--- src/hdl/cbc_pkg.sv ---
// ----------------------------------------------------------------------------
// cbc_pkg
// Shared types and constants for the cartridge bank controller.
// ----------------------------------------------------------------------------
package cbc_pkg;

  // Mapper type codes, as written to the mapper_type register
  typedef enum logic [1:0] {
    MAPPER_NONE = 2'd0,
    MAPPER_MBC1 = 2'd1,
    MAPPER_MBC3 = 2'd2,
    MAPPER_MBC5 = 2'd3
  } mapper_t;

  // Bus write regions, decoded from address[15:13]
  typedef enum logic [2:0] {
    REGION_RAM_EN   = 3'd0,   // 0x0000-0x1FFF
    REGION_ROM_LOW  = 3'd1,   // 0x2000-0x3FFF
    REGION_RAM_BANK = 3'd2,   // 0x4000-0x5FFF
    REGION_MODE     = 3'd3,   // 0x6000-0x7FFF
    REGION_OTHER0   = 3'd4,
    REGION_OTHER1   = 3'd5,
    REGION_OTHER2   = 3'd6,
    REGION_OTHER3   = 3'd7
  } region_t;

  // Config port
  localparam int unsigned CfgAddrW = 3;
  localparam int unsigned CfgDataW = 32;
  localparam logic [CfgAddrW-3:0] CFG_IDX_MAPPER = 1'b0;

  // Constants of the write decode
  localparam logic [3:0] RAM_EN_KEY   = 4'hA;
  localparam logic [7:0] LOW_BANK_RST = 8'h01;

  typedef struct packed {
    logic [15:0] address;
    logic [7:0]  data;
  } in_item_t;

  typedef struct packed {
    logic [8:0] rom_bank;
    logic [3:0] ram_bank;
    logic       ram_enabled;
    logic       bank_mode;
  } out_item_t;

endpackage

--- src/hdl/cartridge_bank_controller.sv ---
// ----------------------------------------------------------------------------
// cartridge_bank_controller
// MBC1/MBC3/MBC5 style bank controller: one bus write in, one mapping out.
// ----------------------------------------------------------------------------
//
//  channel   | handshake             | payload
//  ----------+-----------------------+--------------------------------------
//  in        | in_valid / in_stall   | in_item  (address, data)
//  out       | out_valid / out_stall | out_item (rom_bank, ram_bank, ...)
//  cfg (APB) | psel/penable/pready   | paddr, pwrite, pwdata, prdata
//
//  A request is registered in the input register, then moves to the result
//  register; one request per cycle unless out_stall holds the result register.
//  Bank registers update on the input-to-result move, strictly in order.
//  Reset (rst_n, synchronous) empties both stages, sets mapper to none and
//  the low ROM bank to 1.
//  out_stall holds the result register; input accepts until s1 backs up.
//
module cartridge_bank_controller (
  input  logic                             clk,
  input  logic                             rst_n,
  // request channel
  input  logic                             in_valid,
  output logic                             in_stall,
  input  cbc_pkg::in_item_t                in_item,
  // result channel
  output logic                             out_valid,
  input  logic                             out_stall,
  output cbc_pkg::out_item_t               out_item,
  // config port
  input  logic                             psel,
  input  logic                             penable,
  input  logic                             pwrite,
  input  logic [cbc_pkg::CfgAddrW-1:0]     paddr,
  input  logic [cbc_pkg::CfgDataW-1:0]     pwdata,
  output logic [cbc_pkg::CfgDataW-1:0]     prdata,
  output logic                             pready
);

  // Config register
  cbc_pkg::mapper_t mapper_r, mapper_nxt;
  logic             cfg_wr;

  assign pready = 1'b1;
  assign cfg_wr = psel && penable && pwrite && pready;

  always_comb begin
    mapper_nxt = mapper_r;
    if (cfg_wr && paddr[cbc_pkg::CfgAddrW-1:2] == cbc_pkg::CFG_IDX_MAPPER) begin
      mapper_nxt = cbc_pkg::mapper_t'(pwdata[1:0]);
    end
  end

  always_ff @(posedge clk) begin
    if (!rst_n) begin
      mapper_r <= cbc_pkg::MAPPER_NONE;
    end else begin
      mapper_r <= mapper_nxt;
    end
  end

  assign prdata = (paddr[cbc_pkg::CfgAddrW-1:2] == cbc_pkg::CFG_IDX_MAPPER)
                  ? {{(cbc_pkg::CfgDataW-2){1'b0}}, mapper_r}
                  : '0;

  // Input register
  logic               s1_valid_r, s1_valid_nxt;
  cbc_pkg::in_item_t  s1_item_r;
  logic               in_acc;
  logic               advance;

  // Result register
  logic               out_valid_r, out_valid_nxt;
  cbc_pkg::out_item_t out_item_r;
  cbc_pkg::out_item_t result;

  // s1 moves on when the result slot is empty or being drained
  assign advance  = s1_valid_r && (!out_valid_r || !out_stall);
  assign in_stall = s1_valid_r && !advance;
  assign in_acc   = in_valid && !in_stall;

  always_comb begin
    s1_valid_nxt = in_acc || (s1_valid_r && !advance);
    out_valid_nxt = advance || (out_valid_r && out_stall);
  end

  always_ff @(posedge clk) begin
    if (!rst_n) begin
      s1_valid_r  <= 1'b0;
      out_valid_r <= 1'b0;
    end else begin
      s1_valid_r  <= s1_valid_nxt;
      out_valid_r <= out_valid_nxt;
    end
  end

  always_ff @(posedge clk) begin
    if (in_acc) begin
      s1_item_r <= in_item;
    end
    if (advance) begin
      out_item_r <= result;
    end
  end

  cbc_bank_regs u_bank_regs (
    .clk         (clk),
    .rst_n       (rst_n),
    .advance     (advance),
    .item        (s1_item_r),
    .mapper_type (mapper_r),
    .result      (result)
  );

  assign out_valid = out_valid_r;
  assign out_item  = out_item_r;

  // A new result only appears after an input-stage move
  a_out_from_s1: assert property (@(posedge clk) disable iff (!rst_n)
    $rose(out_valid_r) |-> $past(advance))
    else $error("result without a request");

  // A held request stays in the input stage
  a_s1_hold: assert property (@(posedge clk) disable iff (!rst_n)
    (s1_valid_r && !advance) |=> s1_valid_r && $stable(s1_item_r))
    else $error("input stage lost a request");

  // A stalled result is never overwritten
  a_no_overwrite: assert property (@(posedge clk) disable iff (!rst_n)
    (out_valid_r && out_stall) |-> !advance)
    else $error("result overwritten under stall");

endmodule

--- src/hdl/cbc_bank_regs.sv ---
// ----------------------------------------------------------------------------
// cbc_bank_regs
// Bank register file: decodes one bus write, updates state, forms the mapping.
// ----------------------------------------------------------------------------
module cbc_bank_regs (
  input  logic               clk,
  input  logic               rst_n,
  input  logic               advance,
  input  cbc_pkg::in_item_t  item,
  input  cbc_pkg::mapper_t   mapper_type,
  output cbc_pkg::out_item_t result
);

  logic [7:0] low_rom_r,  low_rom_nxt;
  logic [1:0] high_rom_r, high_rom_nxt;
  logic [3:0] ram_bank_r, ram_bank_nxt;
  logic       ram_en_r,   ram_en_nxt;
  logic       mode_r,     mode_nxt;

  cbc_pkg::region_t region;
  logic [4:0] mbc1_lo;
  logic [6:0] mbc3_lo;

  assign region = cbc_pkg::region_t'(item.address[15:13]);

  // Next state for the write held in the input stage
  always_comb begin
    low_rom_nxt  = low_rom_r;
    high_rom_nxt = high_rom_r;
    ram_bank_nxt = ram_bank_r;
    ram_en_nxt   = ram_en_r;
    mode_nxt     = mode_r;
    case (region)
      cbc_pkg::REGION_RAM_EN: begin
        ram_en_nxt = (item.data[3:0] == cbc_pkg::RAM_EN_KEY);
      end
      cbc_pkg::REGION_ROM_LOW: begin
        case (mapper_type)
          cbc_pkg::MAPPER_MBC1: begin
            low_rom_nxt = (item.data[4:0] == 5'd0) ? cbc_pkg::LOW_BANK_RST
                                                   : {3'b000, item.data[4:0]};
          end
          cbc_pkg::MAPPER_MBC3: begin
            low_rom_nxt = (item.data[6:0] == 7'd0) ? cbc_pkg::LOW_BANK_RST
                                                   : {1'b0, item.data[6:0]};
          end
          cbc_pkg::MAPPER_MBC5: begin
            // 0x3000 and up carries the ninth bank bit
            if (!item.address[12]) begin
              low_rom_nxt = item.data;
            end else begin
              high_rom_nxt = {1'b0, item.data[0]};
            end
          end
          default: begin
          end
        endcase
      end
      cbc_pkg::REGION_RAM_BANK: begin
        case (mapper_type)
          cbc_pkg::MAPPER_MBC1: begin
            if (mode_r) begin
              ram_bank_nxt = {2'b00, item.data[1:0]};
            end else begin
              high_rom_nxt = item.data[1:0];
            end
          end
          cbc_pkg::MAPPER_MBC3, cbc_pkg::MAPPER_MBC5: begin
            ram_bank_nxt = item.data[3:0];
          end
          default: begin
          end
        endcase
      end
      cbc_pkg::REGION_MODE: begin
        mode_nxt = item.data[0];
      end
      default: begin
      end
    endcase
  end

  always_ff @(posedge clk) begin
    if (!rst_n) begin
      low_rom_r  <= cbc_pkg::LOW_BANK_RST;
      high_rom_r <= 2'b00;
      ram_bank_r <= 4'h0;
      ram_en_r   <= 1'b0;
      mode_r     <= 1'b0;
    end else if (advance) begin
      low_rom_r  <= low_rom_nxt;
      high_rom_r <= high_rom_nxt;
      ram_bank_r <= ram_bank_nxt;
      ram_en_r   <= ram_en_nxt;
      mode_r     <= mode_nxt;
    end
  end

  // Mapping after the write; stale low bits masked to the mapper's width
  assign mbc1_lo = (low_rom_nxt[4:0] == 5'd0) ? 5'd1 : low_rom_nxt[4:0];
  assign mbc3_lo = (low_rom_nxt[6:0] == 7'd0) ? 7'd1 : low_rom_nxt[6:0];

  always_comb begin
    case (mapper_type)
      cbc_pkg::MAPPER_MBC1: result.rom_bank = {2'b00, high_rom_nxt, mbc1_lo};
      cbc_pkg::MAPPER_MBC3: result.rom_bank = {2'b00, mbc3_lo};
      cbc_pkg::MAPPER_MBC5: result.rom_bank = {high_rom_nxt[0], low_rom_nxt};
      default:              result.rom_bank = 9'd1;
    endcase
    result.ram_bank    = ram_bank_nxt;
    result.ram_enabled = ram_en_nxt;
    result.bank_mode   = mode_nxt;
  end

  // MBC1/MBC3 never map bank 0 into the switchable window
  a_no_bank0: assert property (@(posedge clk) disable iff (!rst_n)
    (mapper_type == cbc_pkg::MAPPER_MBC1 || mapper_type == cbc_pkg::MAPPER_MBC3)
    |-> result.rom_bank != 9'd0)
    else $error("bank 0 mapped for MBC1/MBC3");

  a_none_bank1: assert property (@(posedge clk) disable iff (!rst_n)
    (mapper_type == cbc_pkg::MAPPER_NONE) |-> result.rom_bank == 9'd1)
    else $error("no-mapper rom bank not 1");

  a_mode_write: assert property (@(posedge clk) disable iff (!rst_n)
    (advance && region == cbc_pkg::REGION_MODE) |=> mode_r == $past(item.data[0]))
    else $error("mode write lost");

endmodule

--- config.mk ---
export PLATFORM = sky130hd
export DESIGN_NAME = cartridge_bank_controller
export DESIGN_NICKNAME = d
export VERILOG_FILES = /design/src/hdl/cbc_pkg.sv /design/src/hdl/cartridge_bank_controller.sv /design/src/hdl/cbc_bank_regs.sv
export SDC_FILE = /design/constraint.sdc
export NUM_CORES = 1
export LEC_CHECK = 0
export BUFFER_PORTS_ARGS = -buffer_cell sky130_fd_sc_hd__buf_2
export CAP_MARGIN = 10
export CORE_MARGIN = 10
export CORE_UTILIZATION = 30
export CTS_BUF_LIST = sky130_fd_sc_hd__clkbuf_4
export CTS_CLUSTER_DIAMETER = 150
export DETAILED_ROUTE_END_ITERATION = 10
export GPL_TIMING_DRIVEN = 1
export PLACE_DENSITY = 0.61
export REMOVE_ABC_BUFFERS = 1
export SYNTH_ARGS = -nofsm -noshare
export SYNTH_HDL_FRONTEND = slang
export SYNTH_SLANG_ARGS = --single-unit
--- constraint.sdc ---
create_clock -name clk -period 2 [get_ports clk]
set_clock_uncertainty 0.15 [all_clocks]
set_input_delay 0.1 -clock clk [delete_from_list [all_inputs] [get_ports clk]]
set_output_delay 0.1 -clock clk [all_outputs]
set_load 0.02 [all_outputs]
==> results.sh, run 1 <==
export IMPL_ys_types=46
export IMPL_numCtsBuffers=5
export IMPL_dr_first_iter_drc_count=161
export IMPL_ir_worst_vdd_mv=0.246
export IMPL_r2r_start="s1_item_r[21]"
export IMPL_dr_pass1_iters=4
export IMPL_fmaxAchievable_mhz=469
export IMPL_syn2layout_area_growth_pct=27.4
export IMPL_cts_num_sinks=47
export IMPL_required_ns=1.96
export IMPL_r2r_cells=8
export IMPL_arrival_ns=2.09
export IMPL_core_sq_um=7770
export IMPL_synth_edf_count=27
export IMPL_cts_max_path_buffers=2
export IMPL_drc=0
export IMPL_drv_cap=0
export IMPL_crit_end="out_item[6]"
export IMPL_synth_main_ff_cell="edfxtp_1"
export IMPL_crit_start="s1_item_r[21]"
export IMPL_drv_slew=0
export IMPL_synthMuxAreaShare=0.0307
export IMPL_clk_pin_slew_ns=0.13
export IMPL_synth_xor_area_frac=0
export IMPL_num_vias=1888
export IMPL_postLayoutCoreUtil=0.395
export IMPL_n_fill_cell=785
export IMPL_grt_max_degree=20
export IMPL_yosys_warnings=0
export IMPL_fin_nets=390
export IMPL_port_buffers=40
export IMPL_grt_pass1_wl_microns=8970
export IMPL_synth_compound_area_frac=0.142
export IMPL_initial_core_util=0.310
export IMPL_avgSynthCellArea_sq_um=9.87
export IMPL_fin_crit_ns=2.13
export IMPL_die_y_microns=110
export IMPL_startpoint_type="register"
export IMPL_dp_cells=397
export IMPL_status="finished, violations left"
export IMPL_synth_top_family_by_area="simple AND/OR/NAND/NOR gates"
export IMPL_fp_dieArea_sq_um=12000
export IMPL_ys_seq_area_frac=0.503
export IMPL_worstSetupEndpointType="register"
export IMPL_grt_overflow=0
export IMPL_insertedDiodeCount=0
export IMPL_clk_latency_ns=0.36
export IMPL_worstSetupPathType="register to register"
export IMPL_vias_per_cell=4.42
export IMPL_r2r_slack_ns=-0.13
export IMPL_grt_pass1_vias=1812
export IMPL_cts_tree="yes"
export IMPL_cellLeakagePower_nw=1.30
export IMPL_synthSimpleGateAreaFrac=0.187
export IMPL_rows=32
export IMPL_hold_viol=0
export IMPL_synth_area_sq_um=2410
export IMPL_synth_fa_ha_area_frac=0
export IMPL_worst_slack_ns=-0.130
export IMPL_ys_async_sr_fraction=0
export IMPL_r2r_end="out_item[6]"
export IMPL_antenna_found_initial=0
export IMPL_cts_root_buf="clkbuf_4"
export IMPL_gr_usage_all_layers=0.0961
export IMPL_post_drt_wl_per_cell_microns=13.6
export IMPL_htreeDepth=2
export IMPL_drive_above_1_share=0.277
export IMPL_setup_viol=2
export IMPL_hold_path_class="input pin to register"
export IMPL_ios=116
export IMPL_power_density_nw_per_um2=608
export IMPL_gp_congestion=0.846
export IMPL_fin_crit_sh=1.07
export IMPL_drtAntennaViolNets=0
export IMPL_ys_ff_latch=47
export IMPL_fin_cells=427
export IMPL_critPathMaxFanout=7
export IMPL_dp_slack_ns=-0.124
export IMPL_wl_microns=5790
export IMPL_p_total_w=0.00187
export IMPL_whs_ns=0.286
export IMPL_hold_start="in_item[0]"
export IMPL_die_width_microns=110
export IMPL_synthCells=244
export IMPL_violations="negative setup slack"
export IMPL_rsz0062_at_grt="yes"
export IMPL_dp_hpwl_microns=4240
critical path, cell delays in order, from the launching register on:
cell and delay [ns]:
edfxtp_1 0.41, nor3b_4 0.17, buf_6 0.13, buf_6 0.12
and2_4 0.14, o221ai_4 0.20, nand4bb_1 0.16, a21oi_2 0.06
or3_1 0.35
power breakdown:
group / switching, W / internal, W / total, W
Combinational: 0.000192 / 0.000136 / 0.000327
Clock: 0.000290 / 0.000144 / 0.000434
Sequential: 0.0000322 / 0.00107 / 0.00110
sequential cells by signal, summed over array words and instances, names as in the netlist:
signal,flops
mapper_r,2
out_item,15
out_valid,1
s1_item_r,12
s1_valid_r,1
u_bank_regs.high_rom_r,2
u_bank_regs.low_rom_r,8
u_bank_regs.mode_r,1
u_bank_regs.ram_bank_r,4
u_bank_regs.ram_en_r,1
cell families after synthesis:
family	count (synthesis)
buf+inv	50
other cells	2
simple gates	95
flops	47
mux	7
compound gates	43
Yosys cell counts, types with 3 or more instances:
master | number | area [sq um]
nor3_1 | 8 | 40.0
mux2i_1 | 4 | 40.0
nor2_1 | 46 | 173
nand2b_1 | 3 | 18.8
clkbuf_1 | 4 | 15.0
buf_4 | 31 | 233
a21o_1 | 5 | 37.5
nor2b_1 | 6 | 37.5
o221ai_2 | 5 | 75.1
nand3_1 | 3 | 15.0
edfxtp_1 | 27 | 811
a32o_1 | 3 | 30.0
a31oi_1 | 5 | 31.3
buf_2 | 3 | 15.0
dfxtp_1 | 20 | 400
mux2_2 | 3 | 33.8
inv_1 | 8 | 30.0
a21oi_1 | 9 | 45.0
nand2_1 | 16 | 60.1
final cells by class:
type,instances,area (sq um),share of cell area
clock buffers,6,45.0,0.0147
clock inverters,2,7.51,0.00245
inverters,9,33.8,0.0110
multi-input cells,176,1030,0.336
flip-flops and latches,47,1210,0.395
well taps,102,128,0.0416
repair buffers,85,613,0.200
stage by stage:
| stage | setup TNS [ns] | area [sq um] |
|---|---|---|
| 3_5_place_dp | -0.825 | 2740 |
| 2_1_floorplan | -0.362 | 2230 |
| 5_1_grt | -0.462 | 3070 |
| 6_report | -0.213 | 3070 |
| 3_3_place_gp | -0.641 | 2740 |
| 4_1_cts | -0.183 | 2990 |
cells in the final DEF (no fill, tap or decap), types with 2 or more instances in the layout:
master,instances
nor2_1,45
buf_2,40
conb_1,31
edfxtp_1,27
buf_4,21
dfxtp_1,20
dlygate4sd3_1,19
nand2_1,15
inv_1,8
nor3_1,8
a21oi_1,8
nor2b_1,6
clkbuf_4,6
a21o_1,5
mux2i_1,4
o221ai_2,4
buf_6,4
mux2_2,3
a32o_1,3
nand2b_1,3
a31oi_1,3
clkinv_1,3
or3_1,2
nor4_1,2
nand3_1,2
a31oi_2,2
nand4b_1,2
o21ai_0,2
a211oi_1,2
how the worst min path moves through the flow:
stage | cells past startpoint | slack [ns] | end
floorplan | 0 | 0.05 | s1_item_r[0]
detailed placement | 1 | 0.13 | s1_item_r[6]
global placement | 1 | 0.13 | s1_item_r[21]
CTS | 2 | 0.28 | s1_item_r[3]
finish | 2 | 0.29 | s1_item_r[0]
global route | 2 | 0.27 | s1_item_r[3]
layer usage:
metal | global-route usage | vias to the layer above | wire length (microns)
li1 | - | 956 | -
met1 | 0.109 | 853 | 2330
met2 | 0.165 | 70 | 2830
met3 | 0.0322 | 9 | 549
met4 | 0.0353 | 0 | 83
met5 | 0 | - | 0
what timing repair did:
action	in CTS	in global routing
gates resized for setup	1	12
gates cloned	0	0
hold buffers	19	0
buffers inserted	0	3
hold endpoints to repair	17	0
setup endpoints to repair	11	14
pin swaps	1	8
No activity file was read; power rests on OpenSTA's default activity.
==> run 2: changes to the inputs <==
--- a/config.mk
+++ b/config.mk
@@ -5,15 +5,15 @@
 export SDC_FILE = /design/constraint.sdc
 export NUM_CORES = 1
 export LEC_CHECK = 0
-export BUFFER_PORTS_ARGS = -buffer_cell sky130_fd_sc_hd__buf_2
 export CAP_MARGIN = 10
 export CORE_MARGIN = 10
 export CORE_UTILIZATION = 30
 export CTS_BUF_LIST = sky130_fd_sc_hd__clkbuf_4
 export CTS_CLUSTER_DIAMETER = 150
 export DETAILED_ROUTE_END_ITERATION = 10
+export DONT_BUFFER_PORTS = 1
 export GPL_TIMING_DRIVEN = 1
-export PLACE_DENSITY = 0.61
+export PLACE_DENSITY = 0.48
 export REMOVE_ABC_BUFFERS = 1
 export SYNTH_ARGS = -nofsm -noshare
 export SYNTH_HDL_FRONTEND = slang
==> results.sh, run 2 (synthesis gave the netlist of run 1 again) <==
export IMPL_slowest_delay_ns=0.45
export IMPL_syn2layout_area_growth_pct=22.0
export IMPL_routed_top_layer="met4"
export IMPL_antenna_found_initial=0
export IMPL_arrival_ns=2.08
export IMPL_wl_microns=5750
export IMPL_final_cell_mix="43 x nor2_1, 31 x conb_1, 27 x edfxtp_1"
export IMPL_status="finished, violations left"
export IMPL_ios=116
export IMPL_worst_slack_ns=-0.128
export IMPL_grt_pass1_vias=1808
export IMPL_drtAntennaViolNets=0
export IMPL_drv_cap=0
export IMPL_grt_max_degree=26
export IMPL_worstSetupEndpointType="register"
export IMPL_rsz0062_at_grt="yes"
export IMPL_met3_length_microns=465
export IMPL_setup_viol=4
export IMPL_fin_nets=356
export IMPL_fin_crit_ns=2.13
export IMPL_fp_dieArea_sq_um=12000
export IMPL_p_int_w=0.00134
export IMPL_combPwrFrac=0.154
export IMPL_dp_cells=362
export IMPL_wl_met2_microns=2520
export IMPL_core_sq_um=7770
export IMPL_cp_slowest_cell="edfxtp_1"
export IMPL_cts_num_sinks=47
export IMPL_final_common_cell="nor2_1"
export IMPL_cellLeakagePower_nw=1.17
export IMPL_rows=32
export IMPL_drive_above_1_share=0.206
export IMPL_p_clk_frac=0.237
export IMPL_clk_latency_ns=0.36
export IMPL_hold_path_class="input pin to register"
export IMPL_power_switching_w=0.000510
export IMPL_violations="negative setup slack"
export IMPL_num_vias=1825
export IMPL_wl_met1_microns=2660
export IMPL_drc=0
export IMPL_setup_tns_ns=-0.243
export IMPL_dr_pass1_iters=4
export IMPL_grt_pass1_wl_microns=9010
export IMPL_critical_path_cell_count=7
export IMPL_cts_max_path_buffers=2
export IMPL_critPathMaxFanout=4
export IMPL_switching_share=0.276
export IMPL_post_drt_wl_per_cell_microns=14.6
export IMPL_cp_cell_sequence="nor3b_4 -> buf_4 -> nand4b_1 -> o221ai_2 -> nand4bb_1 -> a21oi_1 -> or3_1"
export IMPL_ir_worst_vdd_mv=0.310
export IMPL_largest_reg_flops=15
export IMPL_whs_ns=0.0259
export IMPL_vias_per_cell=4.64
export IMPL_cts_root_buf="clkbuf_4"
export IMPL_dr_first_iter_drc_count=77
export IMPL_port_buffers=0
export IMPL_gr_usage_all_layers=0.0942
export IMPL_gp_congestion=0.779
export IMPL_power_density_nw_per_um2=629
export IMPL_insertedDiodeCount=0
export IMPL_fin_cells=393
export IMPL_die_y_microns=110
export IMPL_fin_crit_sh=1.06
export IMPL_required_ns=1.95
export IMPL_fmaxAchievable_mhz=470
export IMPL_critPathBufInv=1
export IMPL_startpoint_type="register"
export IMPL_initial_core_util=0.310
export IMPL_postLayoutCoreUtil=0.378
export IMPL_grt_overflow=0
export IMPL_numCtsBuffers=5
export IMPL_htreeDepth=2
export IMPL_worstSetupPathType="register to register"
export IMPL_die_width_microns=110
export IMPL_hold_viol=0
export IMPL_drv_slew=0
export IMPL_min_path_cells=5
export IMPL_cts_tree="yes"
export IMPL_dp_hpwl_microns=4270
export IMPL_crit_family="simple AND/OR/NAND/NOR gates"
export IMPL_clk_pin_slew_ns=0.14
export IMPL_seqPwrFrac=0.608
export IMPL_r2r_cells=7
-- run 2: changes by cell type in the layout (fill, tap and decap cells not counted), moves of 2 or more --
| cell | previous run | this run |
|---|---|---|
| a31oi_1 | 3 | 5 |
| a31oi_2 | 2 | 0 |
| buf_2 | 40 | 0 |
| buf_4 | 21 | 24 |
| nand2_1 | 15 | 12 |
| nand2_2 | 1 | 4 |
| nor2_1 | 45 | 43 |
| o221ai_2 | 4 | 6 |
-- run 2: repair_timing --
action / CTS / global route
resized for setup: 3 / 17
cloned: 0 / 0
pin swaps: 3 / 5
hold buffers: 20 / 0
buffers inserted: 1 / 2
hold endpoints to repair: 31 / 0
setup endpoints to repair: 12 / 15
-- run 2: worst paths after layout --
kind | start | to | slack, ns
worst max-delay path | s1_item_r[22] | out_item[6] | -0.13
worst min-delay path | out_stall | u_bank_regs.low_rom_r[5] | 0.03
worst max register to register | s1_item_r[22] | out_item[6] | -0.13
worst min register to register | u_bank_regs.ram_bank_r[0] | u_bank_regs.ram_bank_r[0] | 0.35
-- run 2: area by class of cell --
type	instances	area, sq um
fillers	806	4830
flip-flops and latches	47	1210
multi-input cells	176	1030
repair buffers	51	477
well taps	102	128
clock buffers	6	45.0
inverters	9	33.8
clock inverters	2	8.76
-- run 2: power by group through the flow --
stage	clock network, W	registers (W)	logic, W
4_1_cts	0.000472	0.00113	0.000270
5_1_grt	0.000512	0.00113	0.000315
3_5_place_dp	0	0.00115	0.000237
6_report	0.000439	0.00112	0.000285
2_1_floorplan	0	0.00114	0.000161
3_3_place_gp	0	0.00115	0.000235
-- run 2: layer usage --
metal,track usage,vias up
li1,-,891
met3,0.0211,11
met1,0.123,852
met4,0.0362,0
met5,0,-
met2,0.148,71
-- run 2: stage by stage --
stage	setup slack, ns	total power, W	cell area (sq um)
CTS	-0.133	0.00187	2870
finish	-0.128	0.00185	2940
global placement	-0.0832	0.00138	2590
floorplan	-0.362	0.00130	2230
detailed placement	-0.0907	0.00138	2590
global route	-0.248	0.00196	2940
-- run 2: worst reg2reg max path, cell delays in order, from the launching register on --
cell and delay, ns:
edfxtp_1 0.45, nor3b_4 0.36, buf_4 0.17, nand4b_1 0.10
o221ai_2 0.08, nand4bb_1 0.15, a21oi_1 0.07, or3_1 0.33
==> run 3: changes to the inputs <==
--- a/config.mk
+++ b/config.mk
@@ -13,7 +13,7 @@
 export DETAILED_ROUTE_END_ITERATION = 10
 export DONT_BUFFER_PORTS = 1
 export GPL_TIMING_DRIVEN = 1
-export PLACE_DENSITY = 0.48
+export PLACE_DENSITY_LB_ADDON = 0.08
 export REMOVE_ABC_BUFFERS = 1
 export SYNTH_ARGS = -nofsm -noshare
 export SYNTH_HDL_FRONTEND = slang
==> constraint.sdc (replaced) <==
create_clock -name clk -period 1.95 [get_ports clk]
set_clock_uncertainty 0.15 [all_clocks]
set_input_delay 0.0975 -clock clk [delete_from_list [all_inputs] [get_ports clk]]
set_output_delay 0.0975 -clock clk [all_outputs]
set_load 0.02 [all_outputs]
==> results.sh, run 3 (synthesis gave the netlist of run 1 again) <==
export IMPL_cts_root_buf="clkbuf_4"
export IMPL_antenna_found_initial=0
export IMPL_postLayoutCoreUtil=0.386
export IMPL_fin_cells=399
export IMPL_cts_max_path_buffers=2
export IMPL_violations="negative setup slack"
export IMPL_drc=0
export IMPL_grt_max_degree=29
export IMPL_multi_input_area_sq_um=1050
export IMPL_critPathMaxFanout=5
export IMPL_fp_dieArea_sq_um=12000
export IMPL_cellLeakagePower_nw=1.20
export IMPL_setup_viol=4
export IMPL_dr_pass1_iters=4
export IMPL_rows=32
export IMPL_slowest_delay_ns=0.45
export IMPL_setup_tns_ns=-0.317
export IMPL_hold_path_class="input pin to register"
export IMPL_cts_tree="yes"
export IMPL_num_vias=1853
export IMPL_required_ns=1.94
export IMPL_clk_latency_ns=0.36
export IMPL_drive_above_1_share=0.240
export IMPL_min_path_cells=4
export IMPL_die_y_microns=110
export IMPL_critical_path_cell_count=8
export IMPL_wl_microns=6160
export IMPL_final_common_cell="nor2_1"
export IMPL_grt_overflow=0
export IMPL_core_sq_um=7770
export IMPL_fin_nets=361
export IMPL_fmaxAchievable_mhz=488
export IMPL_syn2layout_area_growth_pct=24.7
export IMPL_final_cell_mix="44 x nor2_1, 32 x buf_4, 31 x conb_1"
export IMPL_drtAntennaViolNets=0
export IMPL_cts_num_sinks=47
export IMPL_n_fill_cell=803
export IMPL_initial_core_util=0.310
export IMPL_rsz0062_at_grt="yes"
export IMPL_dp_hpwl_microns=4480
export IMPL_dp_cells=363
export IMPL_seq_area_sq_um=1210
export IMPL_drv_slew=0
export IMPL_status="finished, violations left"
export IMPL_gp_congestion=0.812
export IMPL_crit_family="compound AO/OA/AOI/OAI gates"
export IMPL_fin_crit_sh=1.05
export IMPL_arrival_ns=2.04
export IMPL_drv_cap=0
export IMPL_fin_crit_ns=2.05
export IMPL_post_drt_wl_per_cell_microns=15.4
export IMPL_power_density_nw_per_um2=682
export IMPL_r2r_cells=8
export IMPL_gr_usage_all_layers=0.101
export IMPL_dr_first_iter_drc_count=87
export IMPL_largest_reg_flops=15
export IMPL_cp_slowest_cell="edfxtp_1"
export IMPL_vias_per_cell=4.64
export IMPL_ios=116
export IMPL_worstSetupEndpointType="register"
export IMPL_hold_viol=0
export IMPL_worstSetupPathType="register to register"
export IMPL_worst_slack_ns=-0.101
export IMPL_grt_pass1_vias=1858
export IMPL_port_buffers=0
export IMPL_grt_pass1_wl_microns=9630
export IMPL_cp_cell_sequence="buf_4 -> buf_4 -> nor2_2 -> nand2_1 -> o32ai_1 -> nand2_1 -> a32o_2 -> a22o_2"
export IMPL_ir_worst_vdd_mv=0.278
export IMPL_critPathBufInv=2
export IMPL_htreeDepth=2
export IMPL_numCtsBuffers=5
export IMPL_die_width_microns=110
export IMPL_startpoint_type="register"
export IMPL_clk_pin_slew_ns=0.14
-- run 3: stage by stage --
stage / instance area (sq um) / setup slack [ns] / total power, W / hold WS (ns)
finish: 3000 / -0.101 / 0.00205 / 0.0328
global route: 3000 / -0.256 / 0.00215 / 0.0319
CTS: 2910 / -0.103 / 0.00205 / 0.0303
detailed placement: 2600 / -0.209 / 0.00143 / 0.0465
global placement: 2600 / -0.242 / 0.00143 / 0.0465
floorplan: 2230 / -0.412 / 0.00134 / 0.0464
-- run 3: where the power goes --
part	internal [W]	leakage [nW]	switching, W
sequential	0.00110	0.421	0.0000518
clock	0.000264	0.0426	0.000319
combinational	0.000130	0.739	0.000181
total	0.00149	1.20	0.000551
-- run 3: cell type report --
type,instances,area share
sequential,47,0.404
multi-input combinational,176,0.348
timing repair buffer,56,0.168
tap,102,0.0425
clock inverter,3,0.0129
clock buffer,5,0.0125
inverter,9,0.0113
antenna,1,0.000834
-- run 3: metal layers --
layer | vias to the layer above | wire [microns] | GRT usage | part of all wire
li1 | 906 | - | - | -
met2 | 75 | 2760 | 0.158 | 0.45
met3 | 9 | 567 | 0.0281 | 0.092
met1 | 863 | 2720 | 0.132 | 0.44
met5 | - | 0 | 0 | 0
met4 | 0 | 107 | 0.0353 | 0.017
-- run 3: path summary, 6_finish.rpt --
check                        from  slack (ns)                   end
max                 s1_item_r[22]       -0.10          out_item[12]
min                     out_stall        0.03            s1_valid_r
max reg2reg         s1_item_r[22]       -0.10          out_item[12]
min reg2reg  u_bank_regs.ram_en_r        0.35  u_bank_regs.ram_en_r
-- run 3: timing repair --
| item | CTS | global route |
|---|---|---|
| pin swaps | 3 | 9 |
| hold endpoints to repair | 28 | 0 |
| gates cloned | 0 | 0 |
| hold buffers | 19 | 0 |
| setup endpoints to repair | 13 | 19 |
| setup buffers | 3 | 5 |
| gates resized for setup | 7 | 15 |
-- run 3: worst register-to-register path, delay by kind of cell, from the launching register on --
family,cells,cell delay [ns]
AO/OA/AOI/OAI,3,0.60
buffers and inverters,2,0.30
flip-flops,1,0.45
AND/OR/NAND/NOR,3,0.34
